$ cat src/rtl/core/ifs_pkg.sv
// Types, codes and constants for the chaos-game histogram block.
package ifs_pkg;

  localparam int IMAGE_WIDTH_DEF    = 512;
  localparam int IMAGE_HEIGHT_DEF   = 512;
  localparam int MAX_TRANSFORMS_DEF = 6;
  localparam int COUNT_BITS_DEF     = 24;

  localparam int COEF_WORDS = 6;
  localparam int BORDER     = 20;
  localparam int QDEPTH     = 2;

  localparam logic [2:0] WORD_E   = 3'd4;
  localparam logic [2:0] WORD_F   = 3'd5;
  localparam logic [2:0] WORD_THR = 3'd6;

  localparam logic [2:0] OP_WRITE   = 3'd0;
  localparam logic [2:0] OP_ITER    = 3'd1;
  localparam logic [2:0] OP_READ    = 3'd2;
  localparam logic [2:0] OP_CLEAR   = 3'd3;
  localparam logic [2:0] OP_RESTART = 3'd4;

  localparam logic [1:0] CFG_COUNT = 2'd0;
  localparam logic [1:0] CFG_VMIN  = 2'd1;
  localparam logic [1:0] CFG_SX    = 2'd2;
  localparam logic [1:0] CFG_SY    = 2'd3;

  typedef enum logic [2:0] {
    K_NOP, K_ITER, K_READ, K_CLEAR, K_RESTART
  } kind_t;

  typedef struct packed {
    kind_t                       kind;
    logic [2:0]                  tsel;
    logic [COEF_WORDS-1:0][17:0] coef;
    logic [8:0]                  bin_x;
    logic [8:0]                  bin_y;
  } cmd_t;

  typedef struct packed {
    logic [2:0]         count;
    logic signed [15:0] vmin;
    logic [15:0]        sx;
    logic [15:0]        sy;
  } cfg_t;

  typedef struct packed {
    logic signed [15:0] point_x;
    logic signed [15:0] point_y;
    logic [2:0]         used;
    logic [8:0]         pix_x;
    logic [8:0]         pix_y;
    logic               hit;
    logic [23:0]        count;
  } res_t;

  typedef struct packed {
    logic init_busy;
  } back_status_t;

endpackage

$ cat src/rtl/core/ifs_queue.sv
// Short command queue between front and back.
module ifs_queue (
  input  logic          clk,
  input  logic          rst_n,
  input  logic          push,
  input  ifs_pkg::cmd_t din,
  output logic          full,
  input  logic          pop,
  output logic          empty,
  output ifs_pkg::cmd_t dout
);
  import ifs_pkg::*;

  localparam int PW = (QDEPTH > 1) ? $clog2(QDEPTH) : 1;
  localparam int CW = $clog2(QDEPTH + 1);

  cmd_t          mem_r [QDEPTH];
  logic [PW-1:0] wp_r, rp_r;
  logic [CW-1:0] cnt_r;

  assign full  = cnt_r == CW'(QDEPTH);
  assign empty = cnt_r == '0;
  assign dout  = mem_r[rp_r];

  always_ff @(posedge clk) begin
    if (push) mem_r[wp_r] <= din;
  end

  always_ff @(posedge clk) begin
    if (!rst_n) begin
      wp_r  <= '0;
      rp_r  <= '0;
      cnt_r <= '0;
    end else begin
      if (push) wp_r <= (wp_r == PW'(QDEPTH - 1)) ? '0 : wp_r + 1'b1;
      if (pop)  rp_r <= (rp_r == PW'(QDEPTH - 1)) ? '0 : rp_r + 1'b1;
      if (push && !pop) cnt_r <= cnt_r + 1'b1;
      else if (pop && !push) cnt_r <= cnt_r - 1'b1;
    end
  end

endmodule

$ cat config.mk
export PLATFORM = sky130hd
export DESIGN_NAME = ifs_queue
export DESIGN_NICKNAME = d
export VERILOG_FILES = /design/src/rtl/core/ifs_pkg.sv /design/src/rtl/core/ifs_queue.sv
export SDC_FILE = /design/constraint.sdc
export NUM_CORES = 1
export LEC_CHECK = 0
export BUFFER_PORTS_ARGS = -buffer_cell sky130_fd_sc_hd__buf_2
export CAP_MARGIN = 20
export CORE_UTILIZATION = 35
export CTS_CLUSTER_DIAMETER = 50
export CTS_CLUSTER_SIZE = 20
export DETAILED_ROUTE_END_ITERATION = 10
export HOLD_SLACK_MARGIN = 0.06
export PLACE_DENSITY = 0.66
export SETUP_SLACK_MARGIN = 0.2
export SYNTH_ARGS = -nofsm -noshare
export SYNTH_HDL_FRONTEND = slang
export SYNTH_SLANG_ARGS = --single-unit
export TNS_END_PERCENT = 20
$ cat constraint.sdc
create_clock -name clk -period 11.8 [get_ports clk]
set_input_delay 0.59 -clock clk [delete_from_list [all_inputs] [get_ports clk]]
set_output_delay 0.59 -clock clk [all_outputs]
set_load 0.005 [all_outputs]
Word level (Yosys, flattened, before mapping)
Memories as Yosys holds them, arrays and structs flattened. A register that Yosys moved wholly into a read port is not among the register bits.
Index checks and enable logic that the tools add are counted.
{ "classes": {"add_sub_neg": 4, "n_eq_ne": 1, "muxes": 8, "n_reduce_logical": 6} }
{ "ops": {"columns": ["operator", "n"], "rows": [
  ["$mux W1", 6],
  ["$mux W2", 2],
  ["$add A1 B1 Y1 const B", 2],
  ["$add A2 B1 Y2 const B", 1],
  ["$eq A2 B2 Y1 const B", 1],
  ["$logic_and A1 B1 Y1", 2],
  ["$logic_not A1 Y1", 2],
  ["$logic_not A2 Y1", 1],
  ["$reduce_bool A2 Y1", 1],
  ["$sub A2 B1 Y2 const B", 1]
]} }
{ "totals": {"regBits": 4, "ram_bits": 264, "inputBits": 136, "out_inout_bits": 134, "word_cells": 23, "memories": 1} }
{ "memory_table": {"columns": ["name", "words", "width", "rd", "rd_clocked_by_memory_dff", "write_ports", "line", "source"], "rows": [
  ["mem_r", 2, 132, 1, 1, 1, "ifs_queue.sv:17", "cmd_t mem_r [QDEPTH];"]
]} }

Longest topological paths before layout
Gate-level depths: netlist of the first run.
{ "logic_depth": {"depth_word": 4, "depth_mapped": 5, "mapped_depth_nobuf": 5} }

Worst setup path after synthesis of the first run
Ideal clock, no wire load.
{ "synth_timing": {"path_kind": "in2reg", "from": "input port push", "to": "memory mem_r[0][0] (netlist name) (enable)", "setup_ns": 0.641, "t_arrival_ns": 6.340, "required_time_ns": 11.159, "path_slack_ns": 4.819, "stages": 1, "path_buffers": 0, "cell_sequence": "nor2b_1"} }
{ "synth_between": {"elab_chain_cells": 2} }
{ "synth_lines": {"columns": ["element", "line", "source"], "rows": [
  ["start, declared", "ifs_queue.sv:5", "input logic push,"],
  ["$mux W1", "ifs_queue.sv:26", "if (push) mem_r[wp_r] <= din;"],
  ["$mux W1 (not written as such)", "ifs_queue.sv:26", null],
  ["end, declared", "ifs_queue.sv:17", null]
]} }
Every way passes these cells.

==> PnR_summary.wiki, run 1 <==
{| class="wikitable"
! Metric !! Value
|-
| Fraction of the cycle the final worst path needs || 26.3%
|-
| Leakage power total || slightly below 0.005 µW
|-
| Path type of the worst setup path || register to output pin
|-
| Total power per unit cell area || 177 nW/µm²
|-
| Top cell type's share of synthesized area || between 70% and 80%
|-
| Initial core utilization || ~36%
|-
| Worst slack at placement || 8860 ps
|-
| Total count of max-transition violations in the final report || 0
|-
| Share of flip-flops with an asynchronous set or reset after synthesis || 0%
|-
| Sequential share of the synthesized area || 79.7%
|-
| Number of buffers inserted for hold repair after clock tree synthesis || 0
|-
| Overall routing resource usage || 11.7%
|-
| Area enclosed by the die boundary || about 29000 µm²
|-
| Vertical die dimension || around 170 µm
|-
| Worst stage delay on the critical path || around 800 ps
|-
| Clk buf depth || 3
|-
| Leading cell type in the layout, fill and taps excluded || sky130_fd_sc_hd__buf_2
|-
| Average instance area after synthesis || ~23 µm²
|-
| Cts bufs inserted || 30
|-
| Via count || 4963
|-
| Overall power after layout || about 2300 µW
|-
| Nets || roughly 860
|-
| Peak supply drop || 114 µV
|-
| Biggest area contributors in the synthesized netlist || sky130_fd_sc_hd__edfxtp_1, sky130_fd_sc_hd__mux2_4, sky130_fd_sc_hd__mux2_2, sky130_fd_sc_hd__buf_6, sky130_fd_sc_hd__dfxtp_1
|-
| 1st-iter DRT viols || between 200 and 250
|-
| Post-synth top flop || sky130_fd_sc_hd__edfxtp_1
|-
| Detailed-route DRC error count || 0
|-
| Row cnt || slightly above 60
|-
| Count of TritonRoute iterations in the first routing pass || 4
|-
| Post-synthesis to final-layout area growth || 27.7%
|-
| Gr ovfl total || 0
|-
| Req. time, crit path || 11210 ps
|-
| Run status || complete, no violations
|-
| Actual slew at the worst max-slew pin || approximately 1100 ps
|-
| Root Buffer Master || sky130_fd_sc_hd__clkbuf_16
|-
| Final hold slack || approximately 220 ps
|-
| TritonCTS clock tree || done
|-
| Critical path data arrival time || between 2000 and 3000 ps
|-
| Critical Path, Cell by Cell || buf_4, mux2_2, buf_2
|-
| Average vias per placed instance || about 4.4
|-
| HPWL after DPL || about 12 mm
|-
| Final critical path time including I/O delays and setup || slightly above 3000 ps
|-
| Cell area after synthesis || approximately 10000 µm²
|-
| Core area || 28000 µm²
|-
| H-tree depth || 1
|-
| Count of distinct cell types in the synthesized netlist || 19
|-
| Relative max-transition margin || 28.0%
|-
| Leading area contributor after synthesis || sky130_fd_sc_hd__edfxtp_1
|-
| Final total negative setup slack || 0 ps
|-
| Number of buffers added on ports || 269
|-
| Horizontal extent of the die || 172 µm
|-
| Skew final || roughly 13 ps
|-
| TritonCTS sink count || roughly 270
|-
| Critical path endpoint category || output pin
|-
| Final antenna-violating net count || 0
|-
| Antenna diode instance count || 0
|-
| Number of enable flip-flop cells after synthesis || 264
|-
| Path type of the worst min-delay path || input pin to register
|-
| Number of primary I/O pins || 270
|-
| Aggregate routed wire length || around 18 mm
|-
| RSZ-0062 raised after global routing || no
|-
| Fraction of layout cells with a size suffix above 1 || ~62%
|-
| Number of antenna violations at the first check in global routing || 2
|-
| Global-route wire length before repair || 26.6 mm
|-
| Buf/Inv on CP || 2
|-
| Final worst-path setup slack || just under 9000 ps
|-
| Final routed wire length divided by cell count || 16.2 µm
|-
| Post-CTS clock slew at the launch and capture registers of the worst setup and hold paths || 70 ps
|-
| Largest fanout on the critical path || 54
|-
| Number of resized instances in the post-cts repair step || 0
|-
| Slowest-stage cell, CP || sky130_fd_sc_hd__buf_4
|-
| Post-synthesis instance total || 433
|-
| Maximum clock frequency || roughly 0.32 GHz
|-
| Pin count of the biggest net entering global routing || 75
|-
| Crit-path leading delay family || buffers and inverters
|-
| Max-cap violations || 0
|-
| Highest-count cells in the layout ignoring fill and taps || sky130_fd_sc_hd__buf_2, sky130_fd_sc_hd__edfxtp_1, sky130_fd_sc_hd__mux2_4, sky130_fd_sc_hd__mux2_2, sky130_fd_sc_hd__clkbuf_16
|-
| Insertion delay of the later-clocked pin in the worst-skew pair || about 550 ps
|-
| CP Launch Type || register
|-
| Buffer count from post-CTS setup fixing || 0
|-
| Fillcell total || ~2500
|-
| Post-Synthesis Net Count || 570
|-
| Final-report setup violation count || 0
|-
| Number of global-route vias before repair || slightly above 5000
|-
| Warning count from the yosys run || 0
|-
| Hold Vio Cnt, Final || 0
|-
| Flop and latch count out of synthesis || ~270
|-
| Gpl congestion || between 0.6 and 0.7
|}
## cell usage after synthesis, types with 2 or more instances
| master | number |
|---|---|
| sky130_fd_sc_hd__nor2b_1 | 2 |
| sky130_fd_sc_hd__buf_6 | 9 |
| sky130_fd_sc_hd__xor2_1 | 2 |
| sky130_fd_sc_hd__edfxtp_1 | 264 |
| sky130_fd_sc_hd__dfxtp_1 | 5 |
| sky130_fd_sc_hd__mux2_2 | 52 |
| sky130_fd_sc_hd__mux2_4 | 80 |
| sky130_fd_sc_hd__buf_2 | 5 |
| sky130_fd_sc_hd__and2_1 | 4 |
## report_power, final
part           switching (µW)  internal (µW)  total (µW)
logic                    93.6            115         209
registers                14.4           1100        1120
clock network             420            531         951
## state kept, by name, indices dropped and copies added, names as in the netlist, named ones only
register / count
wp_r: 1
mem_r: 264
rp_r: 1
cnt_r: 2
## layout make-up
cell class	count	area [µm²]	area share, %
clock inverters	25	289	2.25
well taps	378	473	3.68
flip-flops and latches	269	8030	62.4
multi-input cells	148	1910	14.8
clock buffers	31	776	6.03
repair buffers	274	1380	10.8
inverters	1	3.75	0.0292
## metal layers
layer	track usage, %	up-vias	routed length (µm)
met1	13.8	2415	7290
li1	-	2318	-
met5	0	-	31
met3	4.72	35	1770
met2	19.6	191	8770
met4	3.49	4	423
## cell families (layout without fill, tap and decap cells)
family | Yosys count | after routing | share of synthesized area [%]
and+or+nand+nor | 9 | 9 | 0.546
buffers and inverters | 16 | 331 | 1.44
adders and majority gates | 1 | 1 | 0.124
DFF | 269 | 269 | 79.7
AOI/OAI and AO/OA | 3 | 3 | 0.199
muxes | 132 | 132 | 17.7
xor gates and xnor gates | 3 | 3 | 0.261
## worst register-to-register path, delay by kind of cell (launching register included)
family	cells	cell delay, ps
AND/OR/NAND/NOR	1	100
flip-flops	1	340
buffers and inverters	2	1560
## metrics by stage
step,cell area (µm²),std cells,utilization [%]
after global routing,12900,1126,45.9
after detailed placement,11800,1070,42.1
after global placement,11800,1070,42.1
final,12900,1126,45.9
after CTS,12900,1126,45.9
after floorplan,10100,433,-
## path summary, 6_finish.rpt
check	slack (ps)	endpoint	startpoint	cells past startpoint
max	8700	dout[112]	register	3
max reg2reg	9280	mem_r[0][92]	wp_r	3
min reg2reg	530	cnt_r[1]	cnt_r[1]	2
min	220	mem_r[1][41]	din[41]	1
(Power assumes the default switching activity.)
==> inputs of run 2 (changes only) <==
==> constraint.sdc (replaced) <==
create_clock -name clk -period 2.9 [get_ports clk]
set_input_delay 0.145 -clock clk [delete_from_list [all_inputs] [get_ports clk]]
set_output_delay 0.145 -clock clk [all_outputs]
set_load 0.005 [all_outputs]
==> run 2 against run 1 <==
  * Flip-flop and latch count stayed put
  * Power grew to 4.1 times the previous value
  * Register-to-register slack got worse by 8000 ps
  * Via count rose by 11%
  * Hold slack worse by 89 ps
  * Sequential power rose to 4.1 times the previous value
  * Worst setup slack lost 8100 ps
  * Clock power grew to 4.0 times the previous value
  * Core utilization rose by 5.1 points
  * Critical path depth unchanged
  * Sequential share of layout area is 6.2 points lower
  * Critical endpoint is now dout[122]
  * Largest cell class unchanged
==> PnR_summary.wiki, run 2 (same netlist as run 1, synthesis figures left out) <==
{| class="wikitable"
! Metric !! Value
|-
| Run status || complete, no violations (unchanged)
|-
| Path type of the worst min-delay path || input pin to register (unchanged)
|-
| Average vias per placed instance || 4.36 (was 4.41)
|-
| Final critical path time including I/O delays and setup || about 2300 ps
|-
| Peak supply drop || 489 µV (was 114 µV)
|-
| HPWL after DPL || 12.5 mm (was 11.8 mm)
|-
| Overall routing resource usage || 13.3% (was 11.7%)
|-
| Core area || 28000 µm² (unchanged)
|-
| Final hold slack || 136 ps (was 225 ps)
|-
| TritonCTS sink count || 269 (unchanged)
|-
| TritonCTS clock tree || done (unchanged)
|-
| Number of buffers added on ports || 269 (unchanged)
|-
| Maximum clock frequency || about 0.43 GHz
|-
| Relative max-transition margin || 67.8% (was 28.0%)
|-
| Path type of the worst setup path || register to output pin (unchanged)
|-
| Area enclosed by the die boundary || 29500 µm² (unchanged)
|-
| Skew final || 9.57 ps (was 13.2 ps)
|-
| Gr ovfl total || 0 (unchanged)
|-
| Max-cap violations || 0 (unchanged)
|-
| Horizontal extent of the die || 172 µm (unchanged)
|-
| Detailed-route DRC error count || 0 (unchanged)
|-
| Number of global-route vias before repair || 5740 (was 5074)
|-
| Pin count of the biggest net entering global routing || 71 (was 75)
|-
| RSZ-0062 raised after global routing || no (unchanged)
|-
| Post-CTS clock slew at the launch and capture registers of the worst setup and hold paths || 60 ps (was 70 ps)
|-
| Highest-count cells in the layout ignoring fill and taps || sky130_fd_sc_hd__buf_2, sky130_fd_sc_hd__edfxtp_1, sky130_fd_sc_hd__dlygate4sd3_1, sky130_fd_sc_hd__mux2_4, sky130_fd_sc_hd__mux2_2 (was sky130_fd_sc_hd__buf_2, sky130_fd_sc_hd__edfxtp_1, sky130_fd_sc_hd__mux2_4, sky130_fd_sc_hd__mux2_2, sky130_fd_sc_hd__clkbuf_16)
|-
| Via count || 5517 (was 4963)
|-
| Nets || 999 (was 861)
|-
| Total power per unit cell area || 659 nW/µm² (was 177 nW/µm²)
|-
| Number of primary I/O pins || 270 (unchanged)
|-
| Final antenna-violating net count || 0 (unchanged)
|-
| Leading registers by flop count || mem_r x264, cnt_r x2 (unchanged)
|-
| CP Launch Type || register (unchanged)
|-
| Number of antenna violations at the first check in global routing || 2 (unchanged)
|-
| R2R depth || 4 (was 3)
|-
| Hold Vio Cnt, Final || 0 (unchanged)
|-
| Final routed wire length divided by cell count || 16.1 µm (was 16.2 µm)
|-
| Aggregate routed wire length || 20.4 mm (was 18.3 mm)
|-
| Vertical die dimension || 172 µm (unchanged)
|-
| Global-route wire length before repair || 30.0 mm (was 26.6 mm)
|-
| Gpl congestion || 0.698 (was 0.695)
|-
| Post-synthesis to final-layout area growth || 41.9% (was 27.7%)
|-
| Largest fanout on the critical path || 62 (was 54)
|-
| 1st-iter DRT viols || 248 (was 242)
|-
| Root Buffer Master || sky130_fd_sc_hd__clkbuf_16 (unchanged)
|-
| Final-report setup violation count || 0 (unchanged)
|-
| Fraction of the cycle the final worst path needs || about four fifths
|-
| Critical path data arrival time || 2180 ps (was 2510 ps)
|-
| Critical path endpoint category || output pin (unchanged)
|-
| Leakage power total || 0.00557 µW (was 0.00497 µW)
|-
| Cell count of the worst hold path || 4 (was 1)
|-
| Actual slew at the worst max-slew pin || 483 ps (was 1080 ps)
|-
| Register bank with the most flops || mem_r (unchanged)
|-
| H-tree depth || 1 (unchanged)
|-
| Largest register FFs || 264 (unchanged)
|-
| Overall power after layout || 9410 µW (was 2280 µW)
|-
| Req. time, crit path || 2760 ps (was 11210 ps)
|-
| Cts bufs inserted || 31 (was 30)
|-
| Final total negative setup slack || 0 ps (unchanged)
|-
| Row cnt || 61 (unchanged)
|-
| Buffer count from post-CTS setup fixing || 0 (unchanged)
|-
| Leading cell type in the layout, fill and taps excluded || sky130_fd_sc_hd__buf_2 (unchanged)
|-
| Fraction of layout cells with a size suffix above 1 || 52.7% (was 62.0%)
|-
| Clk buf depth || 3 (unchanged)
|-
| Insertion delay of the later-clocked pin in the worst-skew pair || 540 ps (was 550 ps)
|-
| Count of TritonRoute iterations in the first routing pass || 4 (unchanged)
|-
| Initial core utilization || 36.0% (unchanged)
|-
| Total count of max-transition violations in the final report || 0 (unchanged)
|}
## run 2: changes by cell type in the layout (fill, tap and decap cells not counted), sizes merged
| cell | change |
|---|---|
| inv | -6 |
| clkinv | +6 |
| diode | +2 |
| bufinv | +1 |
| dlygate4sd3 | +135 |
| buf | +2 |
## run 2: final timing paths
path | startpoint | to | slack (ps)
worst min register to register | cnt_r[1] | cnt_r[1] | 520
worst max-delay path | register | dout[122] | 580
worst min-delay path | push | cnt_r[1] | 140
worst max register to register | wp_r | wp_r | 1290
## run 2: timing repair
action                                 CTS  global route
endpoints found under the hold margin  269             0
hold buffers                           135             0
setup endpoints to repair                0             0
gates resized for setup                  0             0
## run 2: per-layer routing
layer,vias up,global-route usage (%),part of all wire (%)
li1,2602,-,-
met1,2674,15.0,39
met2,199,23.6,51
met3,42,3.96,7.5
met4,0,4.58,2.2
met5,-,0,0
## run 2: power by group
group          internal [µW]  switching (µW)
Sequential              4490            64.9
Combinational            599             417
Clock                   2210            1630
Total                   7300            2110
## run 2: critical path: stages (launching register included)
cell and delay [ps]:
sky130_fd_sc_hd__dfxtp_4 600, sky130_fd_sc_hd__buf_12 380, sky130_fd_sc_hd__mux2_2 410, sky130_fd_sc_hd__buf_2 130
## run 2: area by class of cell
type / instances / area, µm²
fill: 2265 / 13700
sequential: 269 / 8030
timing repair buffer: 411 / 2810
multi-input combinational: 148 / 1910
clock buffer: 31 / 776
tap: 378 / 473
clock inverter: 26 / 282
antenna: 2 / 5.00
inverter: 1 / 3.75
## run 2: stage by stage
stage               area (µm²)  util (%)  setup WS [ps]  cells
floorplan                10100         -            194    433
global placement         11900      42.4           1130   1072
detailed placement       11900      42.4           1150   1072
CTS                      14300      51.0            537   1264
global route             14300      51.0            482   1266
finish                   14300      51.0            577   1266
