<file path="config.mk">
export PLATFORM = sky130hd
export DESIGN_NAME = ifs_front
export DESIGN_NICKNAME = d
export VERILOG_FILES = /design/src/rtl/core/ifs_pkg.sv /design/src/rtl/core/ifs_front.sv
export SDC_FILE = /design/constraint.sdc
export NUM_CORES = 1
export LEC_CHECK = 0
export ABC_AREA = 1
export BUFFER_PORTS_ARGS = -buffer_cell sky130_fd_sc_hd__buf_4
export CAP_MARGIN = 30
export CORE_ASPECT_RATIO = 0.9
export CORE_UTILIZATION = 42
export DETAILED_ROUTE_END_ITERATION = 10
export MAX_ROUTING_LAYER = met4
export PLACE_DENSITY = 0.64
export SETUP_SLACK_MARGIN = 0.05
export SYNTH_ARGS = -nofsm -noshare
export SYNTH_HDL_FRONTEND = slang
export SYNTH_SLANG_ARGS = --single-unit
</file>
<file path="constraint.sdc">
create_clock -name clk -period 7.8 [get_ports clk]
set_input_delay 1.95 -clock clk [delete_from_list [all_inputs] [get_ports clk]]
set_output_delay 1.95 -clock clk [all_outputs]
set_load 0.01 [all_outputs]
</file>
<file path="src/rtl/core/ifs_pkg.sv">
// Types, codes and constants for the chaos-game histogram block.
package ifs_pkg;

  localparam int IMAGE_WIDTH_DEF    = 512;
  localparam int IMAGE_HEIGHT_DEF   = 512;
  localparam int MAX_TRANSFORMS_DEF = 6;
  localparam int COUNT_BITS_DEF     = 24;

  localparam int COEF_WORDS = 6;
  localparam int BORDER     = 20;
  localparam int QDEPTH     = 2;

  localparam logic [2:0] WORD_E   = 3'd4;
  localparam logic [2:0] WORD_F   = 3'd5;
  localparam logic [2:0] WORD_THR = 3'd6;

  localparam logic [2:0] OP_WRITE   = 3'd0;
  localparam logic [2:0] OP_ITER    = 3'd1;
  localparam logic [2:0] OP_READ    = 3'd2;
  localparam logic [2:0] OP_CLEAR   = 3'd3;
  localparam logic [2:0] OP_RESTART = 3'd4;

  localparam logic [1:0] CFG_COUNT = 2'd0;
  localparam logic [1:0] CFG_VMIN  = 2'd1;
  localparam logic [1:0] CFG_SX    = 2'd2;
  localparam logic [1:0] CFG_SY    = 2'd3;

  typedef enum logic [2:0] {
    K_NOP, K_ITER, K_READ, K_CLEAR, K_RESTART
  } kind_t;

  typedef struct packed {
    kind_t                       kind;
    logic [2:0]                  tsel;
    logic [COEF_WORDS-1:0][17:0] coef;
    logic [8:0]                  bin_x;
    logic [8:0]                  bin_y;
  } cmd_t;

  typedef struct packed {
    logic [2:0]         count;
    logic signed [15:0] vmin;
    logic [15:0]        sx;
    logic [15:0]        sy;
  } cfg_t;

  typedef struct packed {
    logic signed [15:0] point_x;
    logic signed [15:0] point_y;
    logic [2:0]         used;
    logic [8:0]         pix_x;
    logic [8:0]         pix_y;
    logic               hit;
    logic [23:0]        count;
  } res_t;

  typedef struct packed {
    logic init_busy;
  } back_status_t;

endpackage

</file>
<file path="src/rtl/core/ifs_front.sv">
// Front end: accepts words, holds the transform table, picks the transform.
module ifs_front #(
  parameter int MAX_TRANSFORMS = ifs_pkg::MAX_TRANSFORMS_DEF
) (
  input  logic                 clk,
  input  logic                 rst_n,
  input  logic                 in_valid,
  output logic                 in_ready,
  input  logic [2:0]           op,
  input  logic [15:0]          frac,
  input  logic [2:0]           tsel,
  input  logic [2:0]           word,
  input  logic [17:0]          value,
  input  logic [8:0]           bin_x,
  input  logic [8:0]           bin_y,
  input  ifs_pkg::cfg_t        cfg,
  input  ifs_pkg::back_status_t st,
  input  logic                 q_full,
  output logic                 q_push,
  output ifs_pkg::cmd_t        q_cmd
);
  import ifs_pkg::*;

  localparam int TIW = (MAX_TRANSFORMS > 1) ? $clog2(MAX_TRANSFORMS) : 1;

  logic [17:0] thr_r  [MAX_TRANSFORMS];
  logic [17:0] coef_r [MAX_TRANSFORMS][COEF_WORDS];
  logic        acc;
  logic [2:0]  n;
  logic [2:0]  sel;
  logic        found;

  assign in_ready = !q_full && !st.init_busy;
  assign acc      = in_valid && in_ready;
  assign q_push   = acc;

  always_ff @(posedge clk) begin
    if (acc && op == OP_WRITE && 32'(tsel) < MAX_TRANSFORMS) begin
      if (word == WORD_THR) begin
        thr_r[tsel[TIW-1:0]] <= value;
      end else if (word < WORD_THR) begin
        coef_r[tsel[TIW-1:0]][word] <= value;
      end
    end
  end

  always_comb begin
    if (cfg.count == 3'd0) n = 3'd1;
    else if (32'(cfg.count) > MAX_TRANSFORMS) n = 3'(MAX_TRANSFORMS);
    else n = cfg.count;
    sel   = n - 3'd1;
    found = 1'b0;
    for (int i = 0; i < MAX_TRANSFORMS; i++) begin
      if (!found && i < 32'(n) && $signed({2'b00, frac}) < $signed(thr_r[i])) begin
        sel   = 3'(i);
        found = 1'b1;
      end
    end
  end

  always_comb begin
    unique case (op)
      OP_ITER:    q_cmd.kind = K_ITER;
      OP_READ:    q_cmd.kind = K_READ;
      OP_CLEAR:   q_cmd.kind = K_CLEAR;
      OP_RESTART: q_cmd.kind = K_RESTART;
      default:    q_cmd.kind = K_NOP;
    endcase
    q_cmd.tsel = sel;
    for (int w = 0; w < COEF_WORDS; w++) q_cmd.coef[w] = coef_r[sel[TIW-1:0]][w];
    q_cmd.bin_x = bin_x;
    q_cmd.bin_y = bin_y;
  end

endmodule

</file>
# Word level (Yosys, flattened, before mapping)
# Memories as Yosys holds them, arrays and structs flattened.
# Index checks and enable logic that the tools add are counted.
[op_classes] n_bitwise=1 n_mul=0 n_mux=23 div_mod_pow=0 n_reduce_logical=25 add_sub_neg=1 magnitude_cmp=17 n_eq_ne=5 n_shift=0
[ops] operator="17-bit by 18-bit less-than comparator with 1-bit output" count=6
[ops] operator="108-bit two-way mux" count=1
[ops] operator="18-bit demux with 3-bit select" count=1
[ops] operator="3-bit two-way mux" count=8
[ops] operator="18-bit two-way mux" count=1
[ops] operator="1-bit logical AND" count=16
[ops] operator="3-bit case mux with 4 select lines" count=1
[ops] operator="1-bit two-way mux" count=11
[ops] operator="1-bit zero test" count=7
[ops] operator="3-bit by 2-bit == test with 1-bit output, second input constant" count=2
[ops] operator="3-bit == test, second input constant" count=2
[ops] operator="3-bit zero test" count=2
[ops] operator="1-bit by 3-bit less-than comparator with 1-bit output, first input constant" count=2
[ops] operator="2-bit by 3-bit less-than comparator with 1-bit output, first input constant" count=2
[ops] operator="3-bit less-than comparator, first input constant" count=2
[ops] operator="3-bit less-than comparator, second input constant" count=2
[ops] operator="4-bit >= comparator, second input constant" count=1
[ops] operator="4-bit by 1-bit less-than comparator with 1-bit output, second input constant" count=1
[ops] operator="3-bit NOT with 4-bit output" count=1
[ops] operator="3-bit by 1-bit == test with 1-bit output, second input constant" count=1
[ops] operator="3-bit greater-than comparator, second input constant" count=1
[ops] operator="3-bit by 1-bit subtractor with 3-bit output, second input constant" count=1
[totals] romBits=0 ramBits=756 register_bits=0 in_bits=117 elab_cells=74 latchBits=0 mem_count=2
[mem_list] memory="coef_r" depth=6 width=108 read_ports=1 rd_clocked_by_memory_dff=0 wr=1 line="ifs_front.sv:27" rtl="logic [17:0] coef_r [MAX_TRANSFORMS][COEF_WORDS];"
[mem_list] memory="thr_r" depth=6 width=18 read_ports=6 rd_clocked_by_memory_dff=0 wr=1 line="ifs_front.sv:26" rtl="logic [17:0] thr_r [MAX_TRANSFORMS];"

# Longest topological paths before layout
# Gate-level depths: netlist of run 1.
# An unclocked memory read counts as a cell.
[depth] word_depth=27 mapped_depth=23

# Worst setup path before layout of run 1
# Ideal clock, no wire load.
[synth_path] path_kind="input port to output port" start="input frac[15]" end="output q_cmd[18] (netlist bit)" path_stages=18 arrival_time_ns=3.985 slack_ns=1.865 cell_sequence="ha_1 -> nand2_1 -> inv_1 -> o21ai_0 -> inv_1 -> nor2_1 -> nand3_1 -> nor2_1 -> a21oi_4 -> nand4_1 -> inv_1 -> nor2_2 -> buf_4 -> buf_4 -> nand3_1 -> nand2_1 -> nand2_1 -> nand2_1"
[synth_rtl] item="start, declared" line="ifs_front.sv:10" rtl="input logic [15:0] frac,"
[synth_rtl] item="end, declared" line="ifs_front.sv:20" rtl="output ifs_pkg::cmd_t q_cmd"

==> reports/metrics.csv, run 1 <==
stage,metric,value,unit
run_status,status,"finished, final reports clean",
synth,syn_nets,3183,
floorplanning,die_area,0.08154,mm²
cells_and_area,nFillCells,6981,
floorplanning,io_pins,251,
timing,min_period_over_period,0.9167,
global_route,track_usage,0.2084,
detailed_routing,firstDrtPassIters,6,
clock_tree,cts_root_buf,clkbuf_16,
detailed_routing,routed_wl,81860,µm
timing,slew_viol_final,0,
timing,hold_viol_final,0,
power_and_ir_drop,power_frac_comb,0.077,
cells_and_area,register_area,0.02270,mm²
min_path,hold_depth,1,
power_and_ir_drop,p_int,0.006777,W
synth,synth_edf_count,756,
job,maxCapViolations,0,
setup_path,cp.arrival,5.20,ns
clock_tree,cts_resized,0,
clock_tree,numClockSinks,756,
clock_tree,ctsHoldBuffers,0,
detailed_routing,post_drt_wl_per_cell,19.32,µm
synth,ys.flop_type,edfxtp_1,
setup_path,max_stage_delay,0.34,ns
global_route,grt_max_degree,116,
min_path,hold_path.class,primary input to register,
detailed_routing,vias,21480,
timing,finalSetupViolCount,0,
global_route,grt_pass1_wl,123600,µm
placed_design,port_buffers,165,
power_and_ir_drop,ir_worst_vdd,0.0001741,V
setup_path,cp_cell_sequence,buf_4 -> ha_1 -> a21o_1 -> nor2_1 -> nand2_1 -> nand2_1 -> nand3_1 -> nor2_1 -> a21oi_4 -> nand4_1 -> nand3_4 -> inv_4 -> buf_12 -> nand2_1 -> nand2_1 -> buf_4,
synth,synthArstFlopShare,0,
timing,clock.fmax,139.9,MHz
synth,syn-cell-area,0.03377,mm²
cells_and_area,final_nets,3333,
power_and_ir_drop,power-per-cell-area,225.5,mW/mm²
setup_path,cp-start-kind,primary input,
floorplanning,core,0.07946,mm²
detailed_routing,route.detailed.drc,0,
floorplanning,die_w,300.9,µm
floorplanning,rows,98,
detailed_routing,drt_iter0_markers,1906,
setup_path,crit_start,frac[9],
timing,fin_tns_setup,0,ns
synth,synth_cell_types,39,
timing,finalWorstPathRequiredPeriod,7.150,ns
synth,seq_area_frac_synth,0.6723,
timing,slew_headroom,0.3316,
cells_and_area,syn_to_final_growth,14.71,%
placed_design,place.gp.congestion,0.7639,
timing,rsz0062_at_grt,no,
power_and_ir_drop,p_leak,15.92,nW
setup_path,critPathKind,primary input to primary output,
setup_path,cpMostUsedCell,nand2_1,
cells_and_area,multi_input_area,0.008539,mm²
setup_path,end_kind,primary output,
floorplanning,chipHeight,271.0,µm
cells_and_area,utilization,0.4875,
power_and_ir_drop,netSwitchingPower,0.001957,W
synth,synth_area_per_cell,11.35,µm²
clock_tree,ctsHtreeMaxLevel,3,
timing,worst_hold_slack,1.846,ns
clock_tree,cts_tree,yes,
timing,tightest_slew,1.002,ns
clock_tree,clockBufferDepth,3,
global_route,overflow,0,
setup_path,crit_required,5.85,ns
synth,synth_seq_cells,756,
clock_tree,cts_buffers,78,
global_route,grt_pass1_vias,20460,
power_and_ir_drop,power_frac_clock,0.411,
synth,synth_cells,2975,
clock_tree,clkTransAtPathRegs,0.06,ns
power_and_ir_drop,sequentialPowerShare,0.512,
placed_design,dp_hpwl,45270,µm
global_route,antenna_found_initial,6,
clock_tree,post_cts_buffers,0,
min_path,min_from,value[0],
cells_and_area,drive_gt1_frac,0.1307,
detailed_routing,drtAntennaViolNets,0,
synth,yosysWarnings,0,
power_and_ir_drop,swShare,0.2240,
setup_path,cp_slowest_cell,buf_12,
detailed_routing,vias_per_cell,5.067,
setup_path,crit_fanout,60,
floorplanning,start_util,0.4250,
## layout make-up
| class | instances | area share |
|---|---|---|
| antenna | 5 | 0.0003230 |
| multi-input combinational | 1587 | 0.2205 |
| clock buffer | 105 | 0.05521 |
| timing repair buffer | 226 | 0.05007 |
| sequential | 756 | 0.5861 |
| tap | 1050 | 0.03392 |
| clock inverter | 33 | 0.007624 |
| inverter | 476 | 0.04626 |
## power by group through the flow
stage,clock network [W],registers [W],logic [W]
2_1_floorplan,0,0.00456,0.000339
3_3_place_gp,0,0.00456,0.000675
3_5_place_dp,0,0.00456,0.000685
4_1_cts,0.00366,0.00447,0.000687
5_1_grt,0.00381,0.00447,0.000745
6_report,0.00359,0.00447,0.000676
## flip-flops by register name, indices dropped and copies added (netlist names)
signal  count
coef_r    648
thr_r     108
## path summary, 6_finish.rpt
| kind | end | slack [ns] |
|---|---|---|
| worst min-delay path | coef_r[4][36] | 1.85 |
| worst max-delay path | q_cmd[91] | 0.65 |
## cells by family (layout without fill, tap and decap cells)
logic type | count (synthesis) | in the layout | synth area share
compound gates | 149 | 149 | 0.03161
xor+xnor | 1 | 1 | 0.0002594
flops | 756 | 756 | 0.6723
simple gates | 1346 | 1346 | 0.1852
other cells | 0 | 5 | 0
fa+ha+maj | 91 | 91 | 0.03372
buf+inv | 632 | 840 | 0.07693
## per-stage QoR
step,power (W),cell area [µm²],std cells,setup WS (ns)
floorplan,0.004895,33770,2975,1.865
global placement,0.005231,36150,4086,0.7101
detailed placement,0.005240,36290,4095,0.6621
CTS,0.008812,38720,4233,0.6590
global route,0.009019,38730,4236,0.3931
finish,0.008734,38730,4238,0.6500
## Yosys cell counts (4+ instances only)
master / number / area (µm²)
edfxtp_1: 756 / 22700
nand2_1: 674 / 2530
inv_1: 473 / 1775
nand3_1: 345 / 1727
nand3b_1: 110 / 825.8
o211ai_1: 110 / 825.8
ha_1: 91 / 1139
nor2_1: 86 / 322.8
buf_2: 64 / 320.3
or2_2: 64 / 400.4
clkbuf_1: 44 / 165.2
or2_0: 41 / 256.5
buf_4: 31 / 232.7
a21oi_1: 22 / 110.1
buf_1: 13 / 48.80
nor3_1: 9 / 45.04
a21o_1: 5 / 37.54
a211oi_1: 4 / 30.03
## worst max-delay path, delay by kind of cell
family / cells / cell delay (ns)
AND/OR/NAND/NOR: 9 / 1.55
buffers and inverters: 4 / 0.98
adder cells (fa/ha/maj): 1 / 0.31
AO/OA/AOI/OAI: 2 / 0.31
## layout by cell type, fill, tap and decap left out, types with 2 or more instances in the layout
cell type,n
bufinv_16,5
o21ai_0,2
or2_0,41
inv_6,2
nand4_1,3
nand3_1,345
nor2_1,72
buf_4,203
nand3b_1,110
a211oi_1,4
clkbuf_16,82
inv_4,2
or2_2,64
nand2_8,2
a21o_1,5
nand2_1,674
buf_8,9
clkinv_2,8
nor3_1,9
buf_12,14
clkinvlp_4,2
clkbuf_1,23
a21oi_1,22
clkinv_1,15
inv_1,473
nand3_4,2
or2_1,3
o211ai_1,110
ha_1,91
nor3b_1,2
diode_2,5
nor2_2,14
edfxtp_1,756
## per-layer routing
metal / wire length [µm] / GRT usage / up-vias
met3: 5823 / 0.03742 / 131
met2: 38330 / 0.3232 / 670
met5: 0 / - / -
met1: 35980 / 0.2840 / 10370
li1: - / - / 10300
met4: 1720 / 0.04943 / 0
(Power assumes the default switching activity.)
==> inputs of run 2 (changes only) <==
==> constraint.sdc (replaced) <==
create_clock -name clk -period 8.95 [get_ports clk]
set_input_delay 2.2375 -clock clk [delete_from_list [all_inputs] [get_ports clk]]
set_output_delay 2.2375 -clock clk [all_outputs]
set_load 0.01 [all_outputs]
==> run 2 against run 1 <==
- global-route usage decreased by 0.12 points
- critical endpoint is now q_cmd[97]
- clock power down 13%
- die area stayed put
- sequential share of layout area about the same
- sequential power shrank 13%
- worst setup slack better by 0.40 ns
- non-clock buffer count up 3
- cell count unchanged
- power decreased by 13%
- core utilization barely moved
==> reports/metrics.csv, run 2 (same netlist as run 1, synthesis figures left out) <==
stage,metric,value,unit,change
clock_tree,cts_root_buf,clkbuf_16,,
cells_and_area,syn_to_final_growth,14.68,%,about the same
clock_tree,numClockSinks,756,,unchanged
clock_tree,cts_buffers,77,,-1.3%
setup_path,cp-start-kind,primary input,,
clock_tree,ctsHtreeMaxLevel,3,,unchanged
run_status,status,"finished, final reports clean",,
timing,rsz0062_at_grt,no,,
clock_tree,ctsHoldBuffers,0,,unchanged
timing,min_period_over_period,0.8825,,
timing,slew_viol_final,0,,unchanged
setup_path,critPathKind,primary input to primary output,,
cells_and_area,final_common_cell,edfxtp_1,,
power_and_ir_drop,p_leak,15.93,nW,about the same
setup_path,cp.arrival,5.66,ns,+0.46 ns
setup_path,crit_required,6.71,ns,+0.86 ns
floorplanning,rows,98,,unchanged
floorplanning,chipHeight,271.0,µm,unchanged
detailed_routing,firstDrtPassIters,7,,+1
detailed_routing,post_drt_wl_per_cell,19.31,µm,about the same
detailed_routing,vias,21380,,-0.43%
global_route,grt_pass1_wl,123000,µm,-0.48%
floorplanning,core,0.07946,mm²,unchanged
detailed_routing,routed_wl,81840,µm,about the same
floorplanning,die_area,0.08154,mm²,unchanged
detailed_routing,drt_iter0_markers,1891,,-0.79%
power_and_ir_drop,power-per-cell-area,196.5,mW/mm²,-13%
timing,finalWorstPathRequiredPeriod,7.899,ns,
min_path,min_from,value[0],,
global_route,grt_pass1_vias,20060,,-1.9%
min_path,hold_depth,1,,unchanged
clock_tree,cts_tree,yes,,
timing,clock.fmax,126.6,MHz,
power_and_ir_drop,ir_worst_vdd,0.0001299,V,-25%
clock_tree,cts_resized,0,,unchanged
detailed_routing,vias_per_cell,5.046,,-0.43%
cells_and_area,drive_gt1_frac,0.1325,,+0.001760
placed_design,place.gp.congestion,0.7684,,+0.59%
floorplanning,io_pins,251,,unchanged
cells_and_area,final_nets,3335,,+0.060%
clock_tree,clockBufferDepth,3,,unchanged
min_path,hold_end,thr_r[3][0],,
floorplanning,start_util,0.4250,,unchanged
timing,finalSetupViolCount,0,,unchanged
global_route,antenna_found_initial,2,,-4
placed_design,dp_hpwl,44640,µm,-1.4%
timing,fin_tns_setup,0,ns,unchanged
cells_and_area,largest_reg_flops,648,,unchanged
timing,slew_headroom,0.2447,,-0.08687
cells_and_area,mostFrequentLayoutCells,"edfxtp_1 (756), nand2_1 (674), inv_1 (473)",,
setup_path,end_kind,primary output,,
timing,hold_viol_final,0,,unchanged
clock_tree,clkTransAtPathRegs,0.06,ns,about the same
job,maxCapViolations,0,,unchanged
global_route,track_usage,0.2072,,-0.001210
timing,tightest_slew,1.133,ns,+0.1314 ns
timing,worst_hold_slack,2.119,ns,+0.2726 ns
global_route,overflow,0,,unchanged
detailed_routing,route.detailed.drc,0,,unchanged
detailed_routing,drtAntennaViolNets,0,,unchanged
setup_path,crit_fanout,216,,+260%
global_route,grt_max_degree,217,,+87%
floorplanning,die_w,300.9,µm,unchanged
placed_design,port_buffers,165,,unchanged
clock_tree,post_cts_buffers,0,,unchanged
min_path,hold_path.class,primary input to register,,
[run 2: power by group]
part	internal [W]	total (W)	switching, W
Sequential	0.00389	0.00390	0.000000185
Combinational	0.000192	0.000585	0.000393
Clock	0.00180	0.00313	0.00133
[run 2: layout make-up]
type | count | area, µm²
sequential | 756 | 22700
fill | 6956 | 40730
clock buffer | 98 | 2091
antenna | 2 | 5.005
clock inverter | 40 | 330.3
tap | 1050 | 1314
multi-input combinational | 1587 | 8539
inverter | 476 | 1792
timing repair buffer | 229 | 1952
[run 2: worst max-delay path: stages]
cell	delay [ns]
buf_4	0.15
ha_1	0.31
a21o_1	0.16
nor2_1	0.09
nand2_1	0.10
nand2_1	0.07
nand2_1	0.10
nand2_1	0.10
nand2_1	0.07
nand2_1	0.06
nand2_1	0.16
inv_1	0.09
nand2_1	0.12
nand2_8	0.13
buf_12	0.72
nand3_1	0.17
nand3_1	0.13
nand2_1	0.12
nand2_1	0.09
nand2_1	0.10
buf_4	0.16
[run 2: through the flow]
step	area [µm²]	setup WS, ns	power [W]	util	std cells
2_1_floorplan	33770	2.440	0.004266	-	2975
3_3_place_gp	36120	1.095	0.004558	0.4546	4087
3_5_place_dp	36270	1.094	0.004565	0.4565	4096
4_1_cts	38690	1.085	0.007670	0.4869	4234
5_1_grt	38720	0.7977	0.007845	0.4874	4238
6_report	38720	1.051	0.007609	0.4874	4238
[run 2: worst max path at each step]
stage | startpoint | end | slack [ns] | depth (start not counted)
4_1_cts | frac[5] | q_cmd[100] | 1.09 | 18
3_5_place_dp | frac[5] | q_cmd[100] | 1.09 | 18
5_1_grt | frac[5] | q_cmd[102] | 0.80 | 21
6_report | frac[5] | q_cmd[97] | 1.05 | 21
3_3_place_gp | frac[5] | q_cmd[109] | 1.10 | 20
2_1_floorplan | frac[15] | q_cmd[18] | 2.44 | 18
[run 2: metal layers]
| metal | global-route usage | wire length, µm |
|---|---|---|
| met2 | 0.3173 | 37840 |
| met4 | 0.05063 | 1718 |
| met5 | - | 0 |
| met3 | 0.03517 | 6052 |
| met1 | 0.2868 | 36230 |
==> inputs of run 3 (changes only) <==
--- a/config.mk
+++ b/config.mk
@@ -6,13 +6,13 @@
 export NUM_CORES = 1
 export LEC_CHECK = 0
 export ABC_AREA = 1
-export BUFFER_PORTS_ARGS = -buffer_cell sky130_fd_sc_hd__buf_4
+export BUFFER_PORTS_ARGS = -buffer_cell sky130_fd_sc_hd__buf_2
 export CAP_MARGIN = 30
 export CORE_ASPECT_RATIO = 0.9
 export CORE_UTILIZATION = 42
 export DETAILED_ROUTE_END_ITERATION = 10
 export MAX_ROUTING_LAYER = met4
-export PLACE_DENSITY = 0.64
+export PLACE_DENSITY = 0.66
 export SETUP_SLACK_MARGIN = 0.05
 export SYNTH_ARGS = -nofsm -noshare
 export SYNTH_HDL_FRONTEND = slang
==> constraint.sdc (replaced) <==
create_clock -name clk -period 6.8 [get_ports clk]
set_input_delay 1.7 -clock clk [delete_from_list [all_inputs] [get_ports clk]]
set_output_delay 1.7 -clock clk [all_outputs]
set_load 0.01 [all_outputs]
==> run 3 against run 2 <==
- sequential share of layout area about the same
- clock-buffer cell count up 5
- flip-flop and latch count unchanged
- hold slack worse by 0.75 ns
- cell count up 0.50%
- first-iteration DRC count down 3.3%
- largest power group unchanged
- highest routed layer unchanged
==> reports/metrics.csv, run 3 (same netlist as run 1, synthesis figures left out) <==
stage,metric,value,unit,change
run_status,status,"finished, final reports clean",,
timing,finalWorstPathRequiredPeriod,6.467,ns,
global_route,overflow,0,,unchanged
power_and_ir_drop,ir_worst_vdd,0.0001718,V,+32%
setup_path,crit_fanout,64,,-70%
floorplanning,chipHeight,271.0,µm,unchanged
placed_design,place.gp.congestion,0.7764,,+1.0%
detailed_routing,routed_wl,82030,µm,+0.23%
power_and_ir_drop,p_leak,15.96,nW,+0.19%
clock_tree,numClockSinks,756,,unchanged
min_path,min_from,value[4],,
cells_and_area,multi_input_area,0.008547,mm²,about the same
timing,tightest_slew,0.9952,ns,-0.1377 ns
clock_tree,clockBufferDepth,3,,unchanged
global_route,track_usage,0.2078,,+0.0006130
floorplanning,die_w,300.9,µm,unchanged
min_path,hold_path.class,primary input to register,,
cells_and_area,syn_to_final_growth,14.64,%,about the same
setup_path,crit_start,frac[9],,
power_and_ir_drop,power,0.009789,W,+29%
cells_and_area,final_common_cell,edfxtp_1,,
floorplanning,rows,98,,unchanged
clock_tree,cts_resized,0,,unchanged
job,maxCapViolations,0,,unchanged
min_path,hold_depth,1,,unchanged
detailed_routing,post_drt_wl_per_cell,19.26,µm,-0.27%
floorplanning,die_area,0.08154,mm²,unchanged
timing,min_period_over_period,0.9511,,
setup_path,crit_required,5.10,ns,-1.61 ns
clock_tree,ctsHtreeMaxLevel,3,,unchanged
placed_design,placed_cells,4113,,+0.42%
timing,slew_headroom,0.3365,,+0.09183
timing,fin_tns_setup,0,ns,unchanged
timing,slew_viol_final,0,,unchanged
cells_and_area,drive_gt1_frac,0.1367,,+0.004207
clock_tree,cts_tree,yes,,
detailed_routing,drt_iter0_markers,1829,,-3.3%
clock_tree,ctsHoldBuffers,0,,unchanged
cells_and_area,largest_reg_flops,648,,unchanged
setup_path,cp-start-kind,primary input,,
global_route,grt_pass1_wl,123200,µm,+0.18%
cells_and_area,final_cell_count_no_fill,4259,,+0.50%
min_path,hold_end,coef_r[1][40],,
detailed_routing,firstDrtPassIters,5,,-2
timing,hold_viol_final,0,,unchanged
floorplanning,core,0.07946,mm²,unchanged
detailed_routing,route.detailed.drc,0,,unchanged
setup_path,critPathKind,primary input to primary output,,
detailed_routing,vias_per_cell,5.101,,+1.1%
detailed_routing,drtAntennaViolNets,0,,unchanged
clock_tree,post_cts_buffers,0,,unchanged
cells_and_area,register_area,0.02270,mm²,unchanged
cells_and_area,final_nets,3356,,+0.63%
timing,rsz0062_at_grt,no,,
detailed_routing,vias,21730,,+1.6%
floorplanning,io_pins,251,,unchanged
timing,clock.fmax,154.6,MHz,
clock_tree,cts_root_buf,clkbuf_16,,
global_route,grt_max_degree,117,,-46%
timing,finalSetupViolCount,0,,unchanged
clock_tree,clkTransAtPathRegs,0.06,ns,about the same
global_route,antenna_found_initial,3,,+1
power_and_ir_drop,power-per-cell-area,252.9,mW/mm²,+29%
global_route,grt_pass1_vias,20430,,+1.8%
cells_and_area,nFillCells,6970,,+0.20%
setup_path,end_kind,primary output,,
clock_tree,cts_buffers,75,,-2.6%
placed_design,dp_hpwl,47860,µm,+7.2%
placed_design,port_buffers,165,,unchanged
setup_path,cp.arrival,4.77,ns,-0.89 ns
cells_and_area,utilization,0.4872,,about the same
cells_and_area,mostFrequentLayoutCells,"edfxtp_1 (756), nand2_1 (674), inv_1 (473)",,
floorplanning,start_util,0.4250,,unchanged
run 3: how the worst max path moves through the flow:
stage          cells past startpoint         to  slack (ns)
5_1_grt                           22  q_cmd[50]        0.09
3_5_place_dp                      19  q_cmd[50]        0.35
6_report                          20  q_cmd[47]        0.33
4_1_cts                           22  q_cmd[50]        0.34
3_3_place_gp                      22  q_cmd[44]        0.35
2_1_floorplan                     18  q_cmd[18]        1.36
run 3: where the power goes:
part	switching [W]	internal, W
logic	0.000519	0.000232
registers	0.000000251	0.00513
clock network	0.00171	0.00220
run 3: worst max-delay path, stage by stage:
cell	delay (ns)
buf_2	0.16
ha_1	0.33
a21o_1	0.18
nor2_1	0.11
nand2_1	0.14
nand2_1	0.10
nand3_1	0.07
nor2_1	0.24
nand3_1	0.14
nand2_1	0.18
nand2_8	0.10
nand2_8	0.13
buf_12	0.29
buf_4	0.33
nand2_1	0.09
nand3_1	0.09
nand2_1	0.06
nand2_1	0.07
nand2_1	0.05
buf_2	0.14
run 3: area by class of cell:
cell class                 count  area share
sequential                   756      0.5865
multi-input combinational   1587      0.2208
timing repair buffer         252     0.05385
clock buffer                 103     0.05340
inverter                     476     0.04629
tap                         1050     0.03394
clock inverter                31    0.005010
antenna                        4   0.0002586
run 3: metal layers:
metal	vias to the layer above	share of wire	track usage
met5	-	0	-
met4	0	0.025	0.05744
met3	124	0.071	0.03212
met2	711	0.47	0.3211
met1	10540	0.44	0.2845
li1	10350	-	-
run 3: per-stage QoR:
stage	setup slack (ns)	instance area [µm²]	hold WS, ns
6_report	0.3328	38710	1.372
5_1_grt	0.08892	38710	1.347
4_1_cts	0.3426	38540	1.520
3_5_place_dp	0.3522	36280	2.182
3_3_place_gp	0.3476	35860	2.257
2_1_floorplan	1.365	33770	1.799
